File: src/rtl/core/prs_pkg.sv
// Package: shared widths, codes and types of the power rail sequencer.
`default_nettype none

package prs_pkg;

    // Field widths
    localparam int SUPPLY_W       = 16;
    localparam int STATE_W        = 4;
    localparam int KIND_W         = 3;
    localparam int GROUP_W        = 3;
    localparam int EVENT_W        = 3;
    localparam int CODE_W         = 3;
    localparam int STATUS_W       = SUPPLY_W * CODE_W;
    localparam int CFG_IDX_W      = 3;
    localparam int CFG_DATA_W     = 16;
    localparam int SUPPLY_COUNT_D = 16;

    // Sequencer states
    localparam logic [STATE_W-1:0] ST_FAIL  = 4'd0;
    localparam logic [STATE_W-1:0] ST_INIT  = 4'd1;
    localparam logic [STATE_W-1:0] ST_DOWN  = 4'd2;
    localparam logic [STATE_W-1:0] ST_OFF   = 4'd3;
    localparam logic [STATE_W-1:0] ST_CLOCK = 4'd4;
    localparam logic [STATE_W-1:0] ST_KU    = 4'd5;
    localparam logic [STATE_W-1:0] ST_ZU    = 4'd6;
    localparam logic [STATE_W-1:0] ST_VU    = 4'd7;
    localparam logic [STATE_W-1:0] ST_FF    = 4'd8;
    localparam logic [STATE_W-1:0] ST_ON    = 4'd9;

    // Commands
    localparam logic [KIND_W-1:0] CMD_NONE      = 3'd0;
    localparam logic [KIND_W-1:0] CMD_POWER_OFF = 3'd1;
    localparam logic [KIND_W-1:0] CMD_TEMP_SET  = 3'd2;
    localparam logic [KIND_W-1:0] CMD_TEMP_CLR  = 3'd3;
    localparam logic [KIND_W-1:0] CMD_POWER_ON  = 3'd4;
    localparam logic [KIND_W-1:0] CMD_ALARM_CLR = 3'd5;

    // Priority groups
    localparam logic [GROUP_W-1:0] GRP_NONE = 3'd0;
    localparam logic [GROUP_W-1:0] GRP_1    = 3'd1;
    localparam logic [GROUP_W-1:0] GRP_2    = 3'd2;
    localparam logic [GROUP_W-1:0] GRP_3    = 3'd3;
    localparam logic [GROUP_W-1:0] GRP_4    = 3'd4;

    // Event codes
    localparam logic [EVENT_W-1:0] EV_NONE      = 3'd0;
    localparam logic [EVENT_W-1:0] EV_SUPPLY    = 3'd1;
    localparam logic [EVENT_W-1:0] EV_TEMP_OFF  = 3'd2;
    localparam logic [EVENT_W-1:0] EV_POWER_OFF = 3'd3;
    localparam logic [EVENT_W-1:0] EV_POWER_ON  = 3'd4;
    localparam logic [EVENT_W-1:0] EV_CLEARED   = 3'd5;

    // Per-supply status codes
    localparam logic [CODE_W-1:0] SS_UNCHANGED = 3'd0;
    localparam logic [CODE_W-1:0] SS_ON        = 3'd1;
    localparam logic [CODE_W-1:0] SS_DISABLED  = 3'd2;
    localparam logic [CODE_W-1:0] SS_OFF       = 3'd3;
    localparam logic [CODE_W-1:0] SS_FAILED    = 3'd4;

    // Register indexes
    localparam logic [CFG_IDX_W-1:0] REG_GENERAL = 3'd0;
    localparam logic [CFG_IDX_W-1:0] REG_CLOCK   = 3'd1;
    localparam logic [CFG_IDX_W-1:0] REG_KU      = 3'd2;
    localparam logic [CFG_IDX_W-1:0] REG_ZU      = 3'd3;
    localparam logic [CFG_IDX_W-1:0] REG_VU      = 3'd4;
    localparam logic [CFG_IDX_W-1:0] REG_FF      = 3'd5;
    localparam logic [CFG_IDX_W-1:0] REG_IGNORE  = 3'd6;
    localparam logic [CFG_IDX_W-1:0] REG_ALT     = 3'd7;

    typedef struct packed {
        logic [SUPPLY_W-1:0] general_mask;
        logic [SUPPLY_W-1:0] clock_mask;
        logic [SUPPLY_W-1:0] ku_mask;
        logic [SUPPLY_W-1:0] zu_mask;
        logic [SUPPLY_W-1:0] vu_mask;
        logic [SUPPLY_W-1:0] ff_mask;
        logic                ignore_fail;
        logic                alternate_path;
    } t_cfg;

    typedef struct packed {
        logic [KIND_W-1:0]   kind;
        logic                blade_enable;
        logic [SUPPLY_W-1:0] good_bits;
        logic [SUPPLY_W-1:0] good_bits_after;
    } t_tick;

    typedef struct packed {
        logic [STATE_W-1:0]  old_state;
        logic [STATE_W-1:0]  new_state;
        logic                disable_all;
        logic [GROUP_W-1:0]  enable_group;
        logic                blade_ok;
        logic [EVENT_W-1:0]  event_code;
        logic [SUPPLY_W-1:0] failed_out;
        logic                supply_alarm_out;
        logic                external_alarm_out;
    } t_seq_out;

    typedef struct packed {
        logic [STATE_W-1:0]  new_state;
        logic                disable_all;
        logic [GROUP_W-1:0]  enable_group;
        logic                blade_ok;
        logic [EVENT_W-1:0]  event_code;
        logic [SUPPLY_W-1:0] failed_out;
        logic                supply_alarm_out;
        logic                external_alarm_out;
        logic [STATUS_W-1:0] status_vector;
    } t_result;

endpackage

`default_nettype wire

File: src/rtl/core/prs_tick_if.sv
// Interface: input channel carrying one polling tick.
`default_nettype none

interface prs_tick_if;
    logic                          valid;
    logic                          ready;
    logic [prs_pkg::KIND_W-1:0]    kind;
    logic                          blade_enable;
    logic [prs_pkg::SUPPLY_W-1:0]  good_bits;
    logic [prs_pkg::SUPPLY_W-1:0]  good_bits_after;

    modport source (output valid, kind, blade_enable, good_bits, good_bits_after,
                    input ready);
    modport sink   (input valid, kind, blade_enable, good_bits, good_bits_after,
                    output ready);
endinterface

`default_nettype wire

File: src/rtl/core/prs_result_if.sv
// Interface: output channel carrying one sequencer result.
`default_nettype none

interface prs_result_if;
    logic                          valid;
    logic                          ready;
    logic [prs_pkg::STATE_W-1:0]   new_state;
    logic                          disable_all;
    logic [prs_pkg::GROUP_W-1:0]   enable_group;
    logic                          blade_ok;
    logic [prs_pkg::EVENT_W-1:0]   event_code;
    logic [prs_pkg::SUPPLY_W-1:0]  failed_out;
    logic                          supply_alarm_out;
    logic                          external_alarm_out;
    logic [prs_pkg::STATUS_W-1:0]  status_vector;

    modport source (output valid, new_state, disable_all, enable_group, blade_ok,
                    event_code, failed_out, supply_alarm_out, external_alarm_out,
                    status_vector, input ready);
    modport sink   (input valid, new_state, disable_all, enable_group, blade_ok,
                    event_code, failed_out, supply_alarm_out, external_alarm_out,
                    status_vector, output ready);
endinterface

`default_nettype wire

File: src/rtl/core/prs_cfg_regs.sv
// Configuration register file of the power rail sequencer.
`default_nettype none

module prs_cfg_regs (
    input  wire logic                             i_clk,
    input  wire logic                             i_rst_n,
    input  wire logic                             i_cfg_we,
    input  wire logic [prs_pkg::CFG_IDX_W-1:0]    i_cfg_index,
    input  wire logic [prs_pkg::CFG_DATA_W-1:0]   i_cfg_data,
    output prs_pkg::t_cfg                         o_cfg
);

    prs_pkg::t_cfg r_cfg;

    // register writes, decoded by index
    always_ff @(posedge i_clk) begin
        if (!i_rst_n) begin
            r_cfg.general_mask   <= '1;
            r_cfg.clock_mask     <= '0;
            r_cfg.ku_mask        <= '0;
            r_cfg.zu_mask        <= '0;
            r_cfg.vu_mask        <= '0;
            r_cfg.ff_mask        <= '0;
            r_cfg.ignore_fail    <= 1'b1;
            r_cfg.alternate_path <= 1'b0;
        end else if (i_cfg_we) begin
            unique case (i_cfg_index)
                prs_pkg::REG_GENERAL: r_cfg.general_mask   <= i_cfg_data;
                prs_pkg::REG_CLOCK:   r_cfg.clock_mask     <= i_cfg_data;
                prs_pkg::REG_KU:      r_cfg.ku_mask        <= i_cfg_data;
                prs_pkg::REG_ZU:      r_cfg.zu_mask        <= i_cfg_data;
                prs_pkg::REG_VU:      r_cfg.vu_mask        <= i_cfg_data;
                prs_pkg::REG_FF:      r_cfg.ff_mask        <= i_cfg_data;
                prs_pkg::REG_IGNORE:  r_cfg.ignore_fail    <= i_cfg_data[0];
                prs_pkg::REG_ALT:     r_cfg.alternate_path <= i_cfg_data[0];
            endcase
        end
    end

    assign o_cfg = r_cfg;

endmodule

`default_nettype wire

File: src/rtl/core/prs_seq_core.sv
// Sequencer state, request/alarm flags and the per-tick state decision.
`default_nettype none

module prs_seq_core #(
    parameter int SUPPLY_COUNT = prs_pkg::SUPPLY_COUNT_D
) (
    input  wire logic           i_clk,
    input  wire logic           i_rst_n,
    input  wire logic           i_adv,
    input  prs_pkg::t_cfg       i_cfg,
    input  prs_pkg::t_tick      i_tick,
    output prs_pkg::t_seq_out   o_seq
);

    localparam logic [prs_pkg::SUPPLY_W-1:0] USED_RAILS =
        (SUPPLY_COUNT >= prs_pkg::SUPPLY_W) ? '1 :
        prs_pkg::SUPPLY_W'((32'd1 << SUPPLY_COUNT) - 32'd1);

    logic [prs_pkg::STATE_W-1:0]  r_state, n_state;
    logic                         r_down_req, n_down_req;
    logic                         r_temp_alarm, n_temp_alarm;
    logic                         r_rail_alarm, n_rail_alarm;
    logic [prs_pkg::SUPPLY_W-1:0] r_failed, n_failed;

    logic [prs_pkg::SUPPLY_W-1:0] good;
    logic                         cmd_down, cmd_temp, cmd_rail;
    logic [prs_pkg::SUPPLY_W-1:0] cmd_failed;
    logic [prs_pkg::SUPPLY_W-1:0] chk_mask;
    logic                         chk_fail;
    logic                         dis, bok;
    logic [prs_pkg::GROUP_W-1:0]  grp;
    logic [prs_pkg::EVENT_W-1:0]  ev;

    assign good = i_tick.good_bits & USED_RAILS;

    // command applied to the flags first
    always_comb begin
        cmd_down   = r_down_req;
        cmd_temp   = r_temp_alarm;
        cmd_rail   = r_rail_alarm;
        cmd_failed = r_failed;
        unique case (i_tick.kind)
            prs_pkg::CMD_POWER_OFF: cmd_down = 1'b1;
            prs_pkg::CMD_TEMP_SET:  cmd_temp = 1'b1;
            prs_pkg::CMD_TEMP_CLR:  cmd_temp = 1'b0;
            prs_pkg::CMD_POWER_ON:  cmd_down = 1'b0;
            prs_pkg::CMD_ALARM_CLR: begin
                cmd_rail   = 1'b0;
                cmd_failed = '0;
            end
            default: ;
        endcase
    end

    // supplies the current stage requires good
    always_comb begin
        unique case (r_state)
            prs_pkg::ST_ON:    chk_mask = i_cfg.general_mask;
            prs_pkg::ST_CLOCK: chk_mask = i_cfg.clock_mask;
            prs_pkg::ST_KU:    chk_mask = i_cfg.ku_mask;
            prs_pkg::ST_ZU:    chk_mask = i_cfg.zu_mask;
            prs_pkg::ST_VU:    chk_mask = i_cfg.vu_mask;
            prs_pkg::ST_FF:    chk_mask = i_cfg.ff_mask;
            default:           chk_mask = '0;
        endcase
    end

    assign chk_fail = ((good & chk_mask) != chk_mask) && !i_cfg.ignore_fail;

    // state decision
    always_comb begin
        n_state      = r_state;
        n_down_req   = cmd_down;
        n_temp_alarm = cmd_temp;
        n_rail_alarm = cmd_rail;
        n_failed     = cmd_failed;
        dis          = 1'b0;
        grp          = prs_pkg::GRP_NONE;
        bok          = 1'b0;
        ev           = prs_pkg::EV_NONE;
        unique case (r_state)
            prs_pkg::ST_INIT: n_state = prs_pkg::ST_OFF;
            prs_pkg::ST_ON: begin
                priority if (chk_fail) begin
                    n_failed     = ~good & chk_mask;
                    n_rail_alarm = 1'b1;
                    dis          = 1'b1;
                    ev           = prs_pkg::EV_SUPPLY;
                    n_state      = prs_pkg::ST_FAIL;
                end else if (cmd_temp) begin
                    dis     = 1'b1;
                    ev      = prs_pkg::EV_TEMP_OFF;
                    n_state = prs_pkg::ST_FAIL;
                end else if (!i_tick.blade_enable || cmd_down) begin
                    n_state = prs_pkg::ST_DOWN;
                end else begin
                    n_state = prs_pkg::ST_ON;
                end
            end
            prs_pkg::ST_DOWN: begin
                dis     = 1'b1;
                ev      = prs_pkg::EV_POWER_OFF;
                n_state = prs_pkg::ST_OFF;
            end
            prs_pkg::ST_OFF: begin
                if (i_tick.blade_enable && !cmd_down && !cmd_temp && !cmd_rail) begin
                    grp     = prs_pkg::GRP_1;
                    ev      = prs_pkg::EV_POWER_ON;
                    n_state = prs_pkg::ST_CLOCK;
                end
            end
            prs_pkg::ST_CLOCK, prs_pkg::ST_KU, prs_pkg::ST_ZU,
            prs_pkg::ST_VU, prs_pkg::ST_FF: begin
                if (chk_fail) begin
                    n_failed     = ~good & chk_mask;
                    n_rail_alarm = 1'b1;
                    dis          = 1'b1;
                    ev           = prs_pkg::EV_SUPPLY;
                    n_state      = prs_pkg::ST_FAIL;
                end else begin
                    unique case (r_state)
                        prs_pkg::ST_CLOCK: begin
                            grp     = prs_pkg::GRP_2;
                            n_state = i_cfg.alternate_path ? prs_pkg::ST_VU
                                                           : prs_pkg::ST_KU;
                        end
                        prs_pkg::ST_KU: begin
                            grp     = prs_pkg::GRP_3;
                            n_state = prs_pkg::ST_ZU;
                        end
                        prs_pkg::ST_FF: begin
                            bok     = 1'b1;
                            n_state = prs_pkg::ST_ON;
                        end
                        default: begin
                            // zu and vu both open group four
                            grp     = prs_pkg::GRP_4;
                            n_state = prs_pkg::ST_FF;
                        end
                    endcase
                end
            end
            prs_pkg::ST_FAIL: begin
                if (!cmd_rail && !cmd_temp) begin
                    ev      = prs_pkg::EV_CLEARED;
                    n_state = prs_pkg::ST_OFF;
                end
            end
            default: n_state = prs_pkg::ST_INIT;
        endcase
    end

    // state update once per accepted tick
    always_ff @(posedge i_clk) begin
        if (!i_rst_n) begin
            r_state      <= prs_pkg::ST_INIT;
            r_down_req   <= 1'b0;
            r_temp_alarm <= 1'b0;
            r_rail_alarm <= 1'b0;
            r_failed     <= '0;
        end else if (i_adv) begin
            r_state      <= n_state;
            r_down_req   <= n_down_req;
            r_temp_alarm <= n_temp_alarm;
            r_rail_alarm <= n_rail_alarm;
            r_failed     <= n_failed;
        end
    end

    always_comb begin
        o_seq.old_state          = r_state;
        o_seq.new_state          = n_state;
        o_seq.disable_all        = dis;
        o_seq.enable_group       = grp;
        o_seq.blade_ok           = bok;
        o_seq.event_code         = ev;
        o_seq.failed_out         = n_failed;
        o_seq.supply_alarm_out   = n_rail_alarm;
        o_seq.external_alarm_out = n_temp_alarm;
    end

endmodule

`default_nettype wire

File: src/rtl/core/prs_status_enc.sv
// Per-supply status code encoder, one 3-bit lane per supply.
`default_nettype none

module prs_status_enc #(
    parameter int SUPPLY_COUNT = prs_pkg::SUPPLY_COUNT_D
) (
    input  wire logic [prs_pkg::SUPPLY_W-1:0]  i_after,
    input  wire logic [prs_pkg::SUPPLY_W-1:0]  i_general_mask,
    input  wire logic [prs_pkg::SUPPLY_W-1:0]  i_failed,
    input  wire logic [prs_pkg::STATE_W-1:0]   i_old_state,
    output logic      [prs_pkg::STATUS_W-1:0]  o_status
);

    logic off_like, on_like;

    assign off_like = (i_old_state == prs_pkg::ST_OFF) || (i_old_state == prs_pkg::ST_INIT);
    assign on_like  = (i_old_state == prs_pkg::ST_ON)  || (i_old_state == prs_pkg::ST_FAIL);

    // lanes above the supply count stay zero
    always_comb begin
        o_status = '0;
        for (int i = 0; i < prs_pkg::SUPPLY_W; i++) begin
            if (i < SUPPLY_COUNT) begin
                priority if (i_after[i])
                    o_status[i*prs_pkg::CODE_W +: prs_pkg::CODE_W] = prs_pkg::SS_ON;
                else if (!i_general_mask[i])
                    o_status[i*prs_pkg::CODE_W +: prs_pkg::CODE_W] = prs_pkg::SS_DISABLED;
                else if (off_like)
                    o_status[i*prs_pkg::CODE_W +: prs_pkg::CODE_W] = prs_pkg::SS_OFF;
                else if (on_like)
                    o_status[i*prs_pkg::CODE_W +: prs_pkg::CODE_W] =
                        i_failed[i] ? prs_pkg::SS_FAILED : prs_pkg::SS_OFF;
                else
                    o_status[i*prs_pkg::CODE_W +: prs_pkg::CODE_W] = prs_pkg::SS_UNCHANGED;
            end
        end
    end

endmodule

`default_nettype wire

File: src/rtl/core/power_rail_sequencer.sv
// A tick is accepted into the tick register, passes to the result register when the
// output is not stalled, and is taken from the output from there.
// Throughput: one tick per cycle while the output is not stalled; the sequencer state
// closes its loop between the tick register and the result register.
// Input ready follows the result register: it drops only while a result is stalled
// and the tick register is full.
// Reset (synchronous, active low) puts the sequencer in init, clears flags and
// failed mask, loads register defaults and empties both stages.
`default_nettype none

module power_rail_sequencer #(
    parameter int SUPPLY_COUNT = prs_pkg::SUPPLY_COUNT_D
) (
    input  wire logic                            i_clk,
    input  wire logic                            i_rst_n,
    input  wire logic                            i_cfg_we,
    input  wire logic [prs_pkg::CFG_IDX_W-1:0]   i_cfg_index,
    input  wire logic [prs_pkg::CFG_DATA_W-1:0]  i_cfg_data,
    prs_tick_if.sink                             i_tick,
    prs_result_if.source                         o_result
);

    prs_pkg::t_cfg     cfg;
    prs_pkg::t_seq_out seq;
    prs_pkg::t_tick    r_in;
    prs_pkg::t_result  r_out;
    logic              r_in_valid, r_out_valid;
    logic              adv, in_take;
    logic [prs_pkg::STATUS_W-1:0] status;

    // pipeline control
    assign adv     = r_in_valid && (!r_out_valid || o_result.ready);
    assign in_take = i_tick.valid && i_tick.ready;
    assign i_tick.ready = !r_in_valid || adv;

    always_ff @(posedge i_clk) begin
        if (!i_rst_n) begin
            r_in_valid  <= 1'b0;
            r_out_valid <= 1'b0;
        end else begin
            r_in_valid  <= in_take || (r_in_valid && !adv);
            r_out_valid <= adv || (r_out_valid && !o_result.ready);
        end
    end

    // tick register
    always_ff @(posedge i_clk) begin
        if (in_take) begin
            r_in.kind            <= i_tick.kind;
            r_in.blade_enable    <= i_tick.blade_enable;
            r_in.good_bits       <= i_tick.good_bits;
            r_in.good_bits_after <= i_tick.good_bits_after;
        end
    end

    prs_cfg_regs u_cfg (
        .i_clk       (i_clk),
        .i_rst_n     (i_rst_n),
        .i_cfg_we    (i_cfg_we),
        .i_cfg_index (i_cfg_index),
        .i_cfg_data  (i_cfg_data),
        .o_cfg       (cfg)
    );

    prs_seq_core #(.SUPPLY_COUNT(SUPPLY_COUNT)) u_core (
        .i_clk   (i_clk),
        .i_rst_n (i_rst_n),
        .i_adv   (adv),
        .i_cfg   (cfg),
        .i_tick  (r_in),
        .o_seq   (seq)
    );

    prs_status_enc #(.SUPPLY_COUNT(SUPPLY_COUNT)) u_status (
        .i_after        (r_in.good_bits_after),
        .i_general_mask (cfg.general_mask),
        .i_failed       (seq.failed_out),
        .i_old_state    (seq.old_state),
        .o_status       (status)
    );

    // result register
    always_ff @(posedge i_clk) begin
        if (adv) begin
            r_out.new_state          <= seq.new_state;
            r_out.disable_all        <= seq.disable_all;
            r_out.enable_group       <= seq.enable_group;
            r_out.blade_ok           <= seq.blade_ok;
            r_out.event_code         <= seq.event_code;
            r_out.failed_out         <= seq.failed_out;
            r_out.supply_alarm_out   <= seq.supply_alarm_out;
            r_out.external_alarm_out <= seq.external_alarm_out;
            r_out.status_vector      <= status;
        end
    end

    assign o_result.valid              = r_out_valid;
    assign o_result.new_state          = r_out.new_state;
    assign o_result.disable_all        = r_out.disable_all;
    assign o_result.enable_group       = r_out.enable_group;
    assign o_result.blade_ok           = r_out.blade_ok;
    assign o_result.event_code         = r_out.event_code;
    assign o_result.failed_out         = r_out.failed_out;
    assign o_result.supply_alarm_out   = r_out.supply_alarm_out;
    assign o_result.external_alarm_out = r_out.external_alarm_out;
    assign o_result.status_vector      = r_out.status_vector;

endmodule

`default_nettype wire

File: src/flat_wrapper.sv
// flat-port wrapper written by rule: the top's interface ports become plain ports
module power_rail_sequencer_flat 
#(
    parameter int SUPPLY_COUNT = prs_pkg::SUPPLY_COUNT_D
)
  (i_clk, i_rst_n, i_cfg_we, i_cfg_index, i_cfg_data, i_tick_valid, i_tick_kind, i_tick_blade_enable, i_tick_good_bits, i_tick_good_bits_after, i_tick_ready, o_result_valid, o_result_new_state, o_result_disable_all, o_result_enable_group, o_result_blade_ok, o_result_event_code, o_result_failed_out, o_result_supply_alarm_out, o_result_external_alarm_out, o_result_status_vector, o_result_ready);
  prs_tick_if i_tick_i ();
  prs_result_if o_result_i ();
  input  wire logic i_clk;
  input  wire logic i_rst_n;
  input  wire logic i_cfg_we;
  input  wire logic [prs_pkg::CFG_IDX_W-1:0] i_cfg_index;
  input  wire logic [prs_pkg::CFG_DATA_W-1:0] i_cfg_data;
  input wire logic [$bits(i_tick_i.valid)-1:0] i_tick_valid;
  input wire logic [$bits(i_tick_i.kind)-1:0] i_tick_kind;
  input wire logic [$bits(i_tick_i.blade_enable)-1:0] i_tick_blade_enable;
  input wire logic [$bits(i_tick_i.good_bits)-1:0] i_tick_good_bits;
  input wire logic [$bits(i_tick_i.good_bits_after)-1:0] i_tick_good_bits_after;
  output wire logic [$bits(i_tick_i.ready)-1:0] i_tick_ready;
  output wire logic [$bits(o_result_i.valid)-1:0] o_result_valid;
  output wire logic [$bits(o_result_i.new_state)-1:0] o_result_new_state;
  output wire logic [$bits(o_result_i.disable_all)-1:0] o_result_disable_all;
  output wire logic [$bits(o_result_i.enable_group)-1:0] o_result_enable_group;
  output wire logic [$bits(o_result_i.blade_ok)-1:0] o_result_blade_ok;
  output wire logic [$bits(o_result_i.event_code)-1:0] o_result_event_code;
  output wire logic [$bits(o_result_i.failed_out)-1:0] o_result_failed_out;
  output wire logic [$bits(o_result_i.supply_alarm_out)-1:0] o_result_supply_alarm_out;
  output wire logic [$bits(o_result_i.external_alarm_out)-1:0] o_result_external_alarm_out;
  output wire logic [$bits(o_result_i.status_vector)-1:0] o_result_status_vector;
  input wire logic [$bits(o_result_i.ready)-1:0] o_result_ready;
  assign i_tick_i.valid = i_tick_valid;
  assign i_tick_i.kind = i_tick_kind;
  assign i_tick_i.blade_enable = i_tick_blade_enable;
  assign i_tick_i.good_bits = i_tick_good_bits;
  assign i_tick_i.good_bits_after = i_tick_good_bits_after;
  assign i_tick_ready = i_tick_i.ready;
  assign o_result_valid = o_result_i.valid;
  assign o_result_new_state = o_result_i.new_state;
  assign o_result_disable_all = o_result_i.disable_all;
  assign o_result_enable_group = o_result_i.enable_group;
  assign o_result_blade_ok = o_result_i.blade_ok;
  assign o_result_event_code = o_result_i.event_code;
  assign o_result_failed_out = o_result_i.failed_out;
  assign o_result_supply_alarm_out = o_result_i.supply_alarm_out;
  assign o_result_external_alarm_out = o_result_i.external_alarm_out;
  assign o_result_status_vector = o_result_i.status_vector;
  assign o_result_i.ready = o_result_ready;
  power_rail_sequencer #(.SUPPLY_COUNT(SUPPLY_COUNT)) u_core (.i_clk(i_clk), .i_rst_n(i_rst_n), .i_cfg_we(i_cfg_we), .i_cfg_index(i_cfg_index), .i_cfg_data(i_cfg_data), .i_tick(i_tick_i), .o_result(o_result_i));
endmodule
File: config.mk
export PLATFORM = sky130hd
export DESIGN_NAME = power_rail_sequencer_flat
export DESIGN_NICKNAME = d
export VERILOG_FILES = /design/src/rtl/core/prs_pkg.sv /design/src/rtl/core/prs_tick_if.sv /design/src/rtl/core/prs_result_if.sv /design/src/rtl/core/prs_cfg_regs.sv /design/src/rtl/core/prs_seq_core.sv /design/src/rtl/core/prs_status_enc.sv /design/src/rtl/core/power_rail_sequencer.sv /design/src/flat_wrapper.sv
export SDC_FILE = /design/constraint.sdc
export NUM_CORES = 1
export LEC_CHECK = 0
export BUFFER_PORTS_ARGS = -buffer_cell sky130_fd_sc_hd__clkbuf_2
export CORE_MARGIN = 4
export CORE_UTILIZATION = 52
export CTS_CLUSTER_SIZE = 10
export DETAILED_ROUTE_END_ITERATION = 16
export GPL_ROUTABILITY_DRIVEN = 1
export PLACE_DENSITY = 0.76
export SLEW_MARGIN = 20
export SYNTH_ARGS = -nofsm -noshare
export SYNTH_HDL_FRONTEND = slang
export SYNTH_SLANG_ARGS = --single-unit
File: constraint.sdc
create_clock -name i_clk -period 3.5 [get_ports i_clk]
set_clock_uncertainty 0.1 [all_clocks]
set_input_delay 0.175 -clock i_clk [delete_from_list [all_inputs] [get_ports i_clk]]
set_output_delay 0.175 -clock i_clk [all_outputs]
set_load 0.05 [all_outputs]
==> results.md <==
- Maximum clock path buffer count: 3
- DRT Wirelength: 29,050 um
- Ports: 140
- Synth unique cells: 66
- Port bufs: 139
- Max transition margin: between 30% and 40%
- Vias in the first global route: 8,193
- Status: completed
- Hold path start: i_rst_n
- PwrDens: 472.5 mW/mm^2
- Tmin final: around 3300 ps
- DRC violations left: 0
- Most frequent cells in the layout: 235 x nand2_1, 138 x clkbuf_2, 121 x dfxtp_1
- WHS: just over 90 ps
- Clock root buffer: clkbuf_16
- Critical path origin: u_core.u_core.r_state[2]
- Logic gate share of total power: 9.0%
- Area growth from synthesis to layout: 24.59%
- Critical Path Fanout Max: 39
- Yosys top cell area share: between 30% and 40%
- Wirelength per Cell: 19.20 um
- Final GP Congestion: around 0.95
- Post-CTS Setup Bufs: 0
- Grt ovf: 0
- Global-route wire length before repair: 45,400 um
- GRT Util Overall: 25.50%
- Switch share: roughly a quarter
- Net Sw Power: 1498 uW
- Clock power share: about two fifths
- Die outline width: 150.3 um
- Starting density of the core: 53.44%
- Post-synth ARST share: 0%
- Core Region: 0.01972 mm^2
- Simple-Gate Fraction of Synth Area: 19.08%
- Fmax: 0.3014 GHz
- Fin worst setup slack: between 150 and 200 ps
- Most common cell after layout, fill and taps aside: nand2_1
- Setup TNS: 0 ps
- Max cap viols: 0
- Synth area leader: edfxtp_1
- Static Leak: 0.004905 uW
- Largest net degree at the start of global routing: 125
- Max-slew violations: 0
- RSZ-0062 raised after global routing: no
- VDD IR-drop max: 0.0004102 V
- Die height: 150.3 um
- Synth Area in Compound Gates: 19.50%
- Setup-failing EPs final: 0
- Placement Setup Slack: roughly 130 ps
- Power, Total: roughly 6200 uW
- Drt pass-1 iters: 5
- Synth Instances: between 1,000 and 1,500
- Die area: 0.02260 mm^2
- Crit end category: flop
- Largest family of logic cells by synthesized area: compound AO/OA/AOI/OAI gates
- Period utilization: 94.81%
- Fin nets: 1,289
- Register area share after synthesis: 55.86%
- Int Power: ~4700 uW
- Drt via density: 5.713
- Multiplexer share of the synthesized area: 1.532%
- Syn_nets: 1,079
- Syn Std Cell Area: roughly 0.011 mm^2
- Post-synth EDFFs: approximately 110
- # clock sinks: 237
- Sequential share of power: 49.5%
- Post-Synth XOR/XNOR Area: 0.08313%
- CP Data Arrival Time: 3560 ps
- Actual slew at the worst max-slew pin: ~1000 ps
- Cell Rows: 51
- Worst path required time: 3740 ps
- Cts bufs inserted: 28
- Post-DP HPWL: 19,020 um
- Register bit total from synthesis: 237
- Maximum level of the CTS H-tree: 1
- Clk slew on worst S/H paths: 60 ps
- CTS tree: built
- Crit start category: flop
- Initial antenna violation count: 0
- Count of antenna-violating nets left after detailed routing: 0
- DRT iter0 DRCs: 722
- Hold WC Path Type: input port to flop
- Antenna diode count: 0
- Vias: 8,644
- Count of warnings emitted by yosys: 0
- FILL cells: 1,518
- WS Path Type: flop to flop
- Synth top area cells: edfxtp_1 32%, dfxtp_1 23%, nand2_1 8.4%
- Primary FF master, synth: dfxtp_1
- Reg2reg start: u_core.u_core.r_state[2]
- Final-report hold violation count: 0
- Avg Cell Area, Syn: 10.34 um^2
- Worst-Skew Late Latency: 540 ps
- Post-synthesis adder-cell area fraction: 0%
- Layout cells sized above 1: 22.52%
[per-layer routing]
layer  track usage, %  vias to the layer above  wire length (um)
met2            41.09                      370             13530
met5                0                        -                 0
li1                 -                     4094                 -
met4            7.457                        0               699
met3            4.395                       60              2321
met1            35.57                     4120             12500
[Yosys cell counts, drive strengths merged (4+ instances only)]
master,count
a21o,21
or4bb,8
and2,11
a32o,4
o22ai,9
nor2,31
or3,5
and4b,4
a21boi,92
o2bb2ai,4
edfxtp,114
nand2,235
mux2i,15
and3,4
a31o,17
a31oi,17
clkbuf,52
dfxtp,123
o31ai,10
nor3,6
nand3,22
nand2b,11
nand3b,4
a21oi,36
nand4b,10
buf,19
o21a,7
a311o,7
o21ai,24
inv,23
nor2b,9
nor4b,16
a2bb2oi,7
a211o,12
[per-stage QoR]
stage | std cells | area [um^2] | utilization (%)
2_1_floorplan | 1019 | 10540 | -
3_3_place_gp | 1405 | 11720 | 59.45
3_5_place_dp | 1405 | 11720 | 59.45
4_1_cts | 1513 | 13120 | 66.52
5_1_grt | 1513 | 13130 | 66.58
6_report | 1513 | 13130 | 66.58
[worst max-delay path, cell delays in order (launching register included)]
cell and delay [ps]:
dfxtp_1 360, buf_12 190, nor2b_1 150, nor2_1 600, a311o_1 280, nand4_1 120, nand4bb_1 280, o31ai_4 330
buf_12 170, a21oi_1 70, buf_4 140, nor4b_1 310
[kinds of logic after synthesis]
group | Yosys count
AOI/OAI and AO/OA | 277
buffers and inverters | 94
muxes | 16
xor gates and xnor gates | 1
and+or+nand+nor | 394
DFF | 237
[flip-flops by register name, indices dropped and copies added (netlist names), 3 cells and up]
register and flops:
u_core.o_result.status_vector 48, u_core.o_result.failed_out 16, u_core.r_in 36, u_core.u_cfg.o_cfg 98, u_core.o_result.new_state 4, u_core.u_core.r_state 4, u_core.u_core.r_failed 16, u_core.o_result.event_code 3
u_core.o_result.enable_group 3
[power by group through the flow]
stage | clock network, uW | logic, uW | registers (uW)
after floorplan | 0 | 223 | 3220
after global placement | 0 | 493 | 3120
after detailed placement | 0 | 502 | 3120
after CTS | 2610 | 554 | 3070
after global routing | 2750 | 596 | 3070
final | 2580 | 558 | 3070
[timing repair]
item / CTS / global route
endpoints found under the hold margin: 136 / 0
setup endpoints to repair: 0 / 39
gates resized for setup: 0 / 3
hold buffers: 59 / 0
[layout make-up]
| type | count | area [um^2] | area share, % |
|---|---|---|---|
| well taps | 265 | 331.6 | 2.526 |
| inverters | 23 | 87.58 | 0.6672 |
| clock inverters | 2 | 21.27 | 0.1620 |
| multi-input cells | 688 | 4258 | 32.43 |
| flip-flops and latches | 237 | 5888 | 44.85 |
| repair buffers | 251 | 1759 | 13.40 |
| clock buffers | 47 | 782.0 | 5.957 |
[worst paths after layout]
check	end	slack (ps)	depth (start not counted)
max	u_core.o_result.status_vector[26]	180	11
min	u_core.u_cfg.o_cfg[92]	90	3
max reg2reg	u_core.o_result.status_vector[26]	180	11
min reg2reg	u_core.u_cfg.o_cfg[70]	360	2
Power figures use the tool's default switching activity.
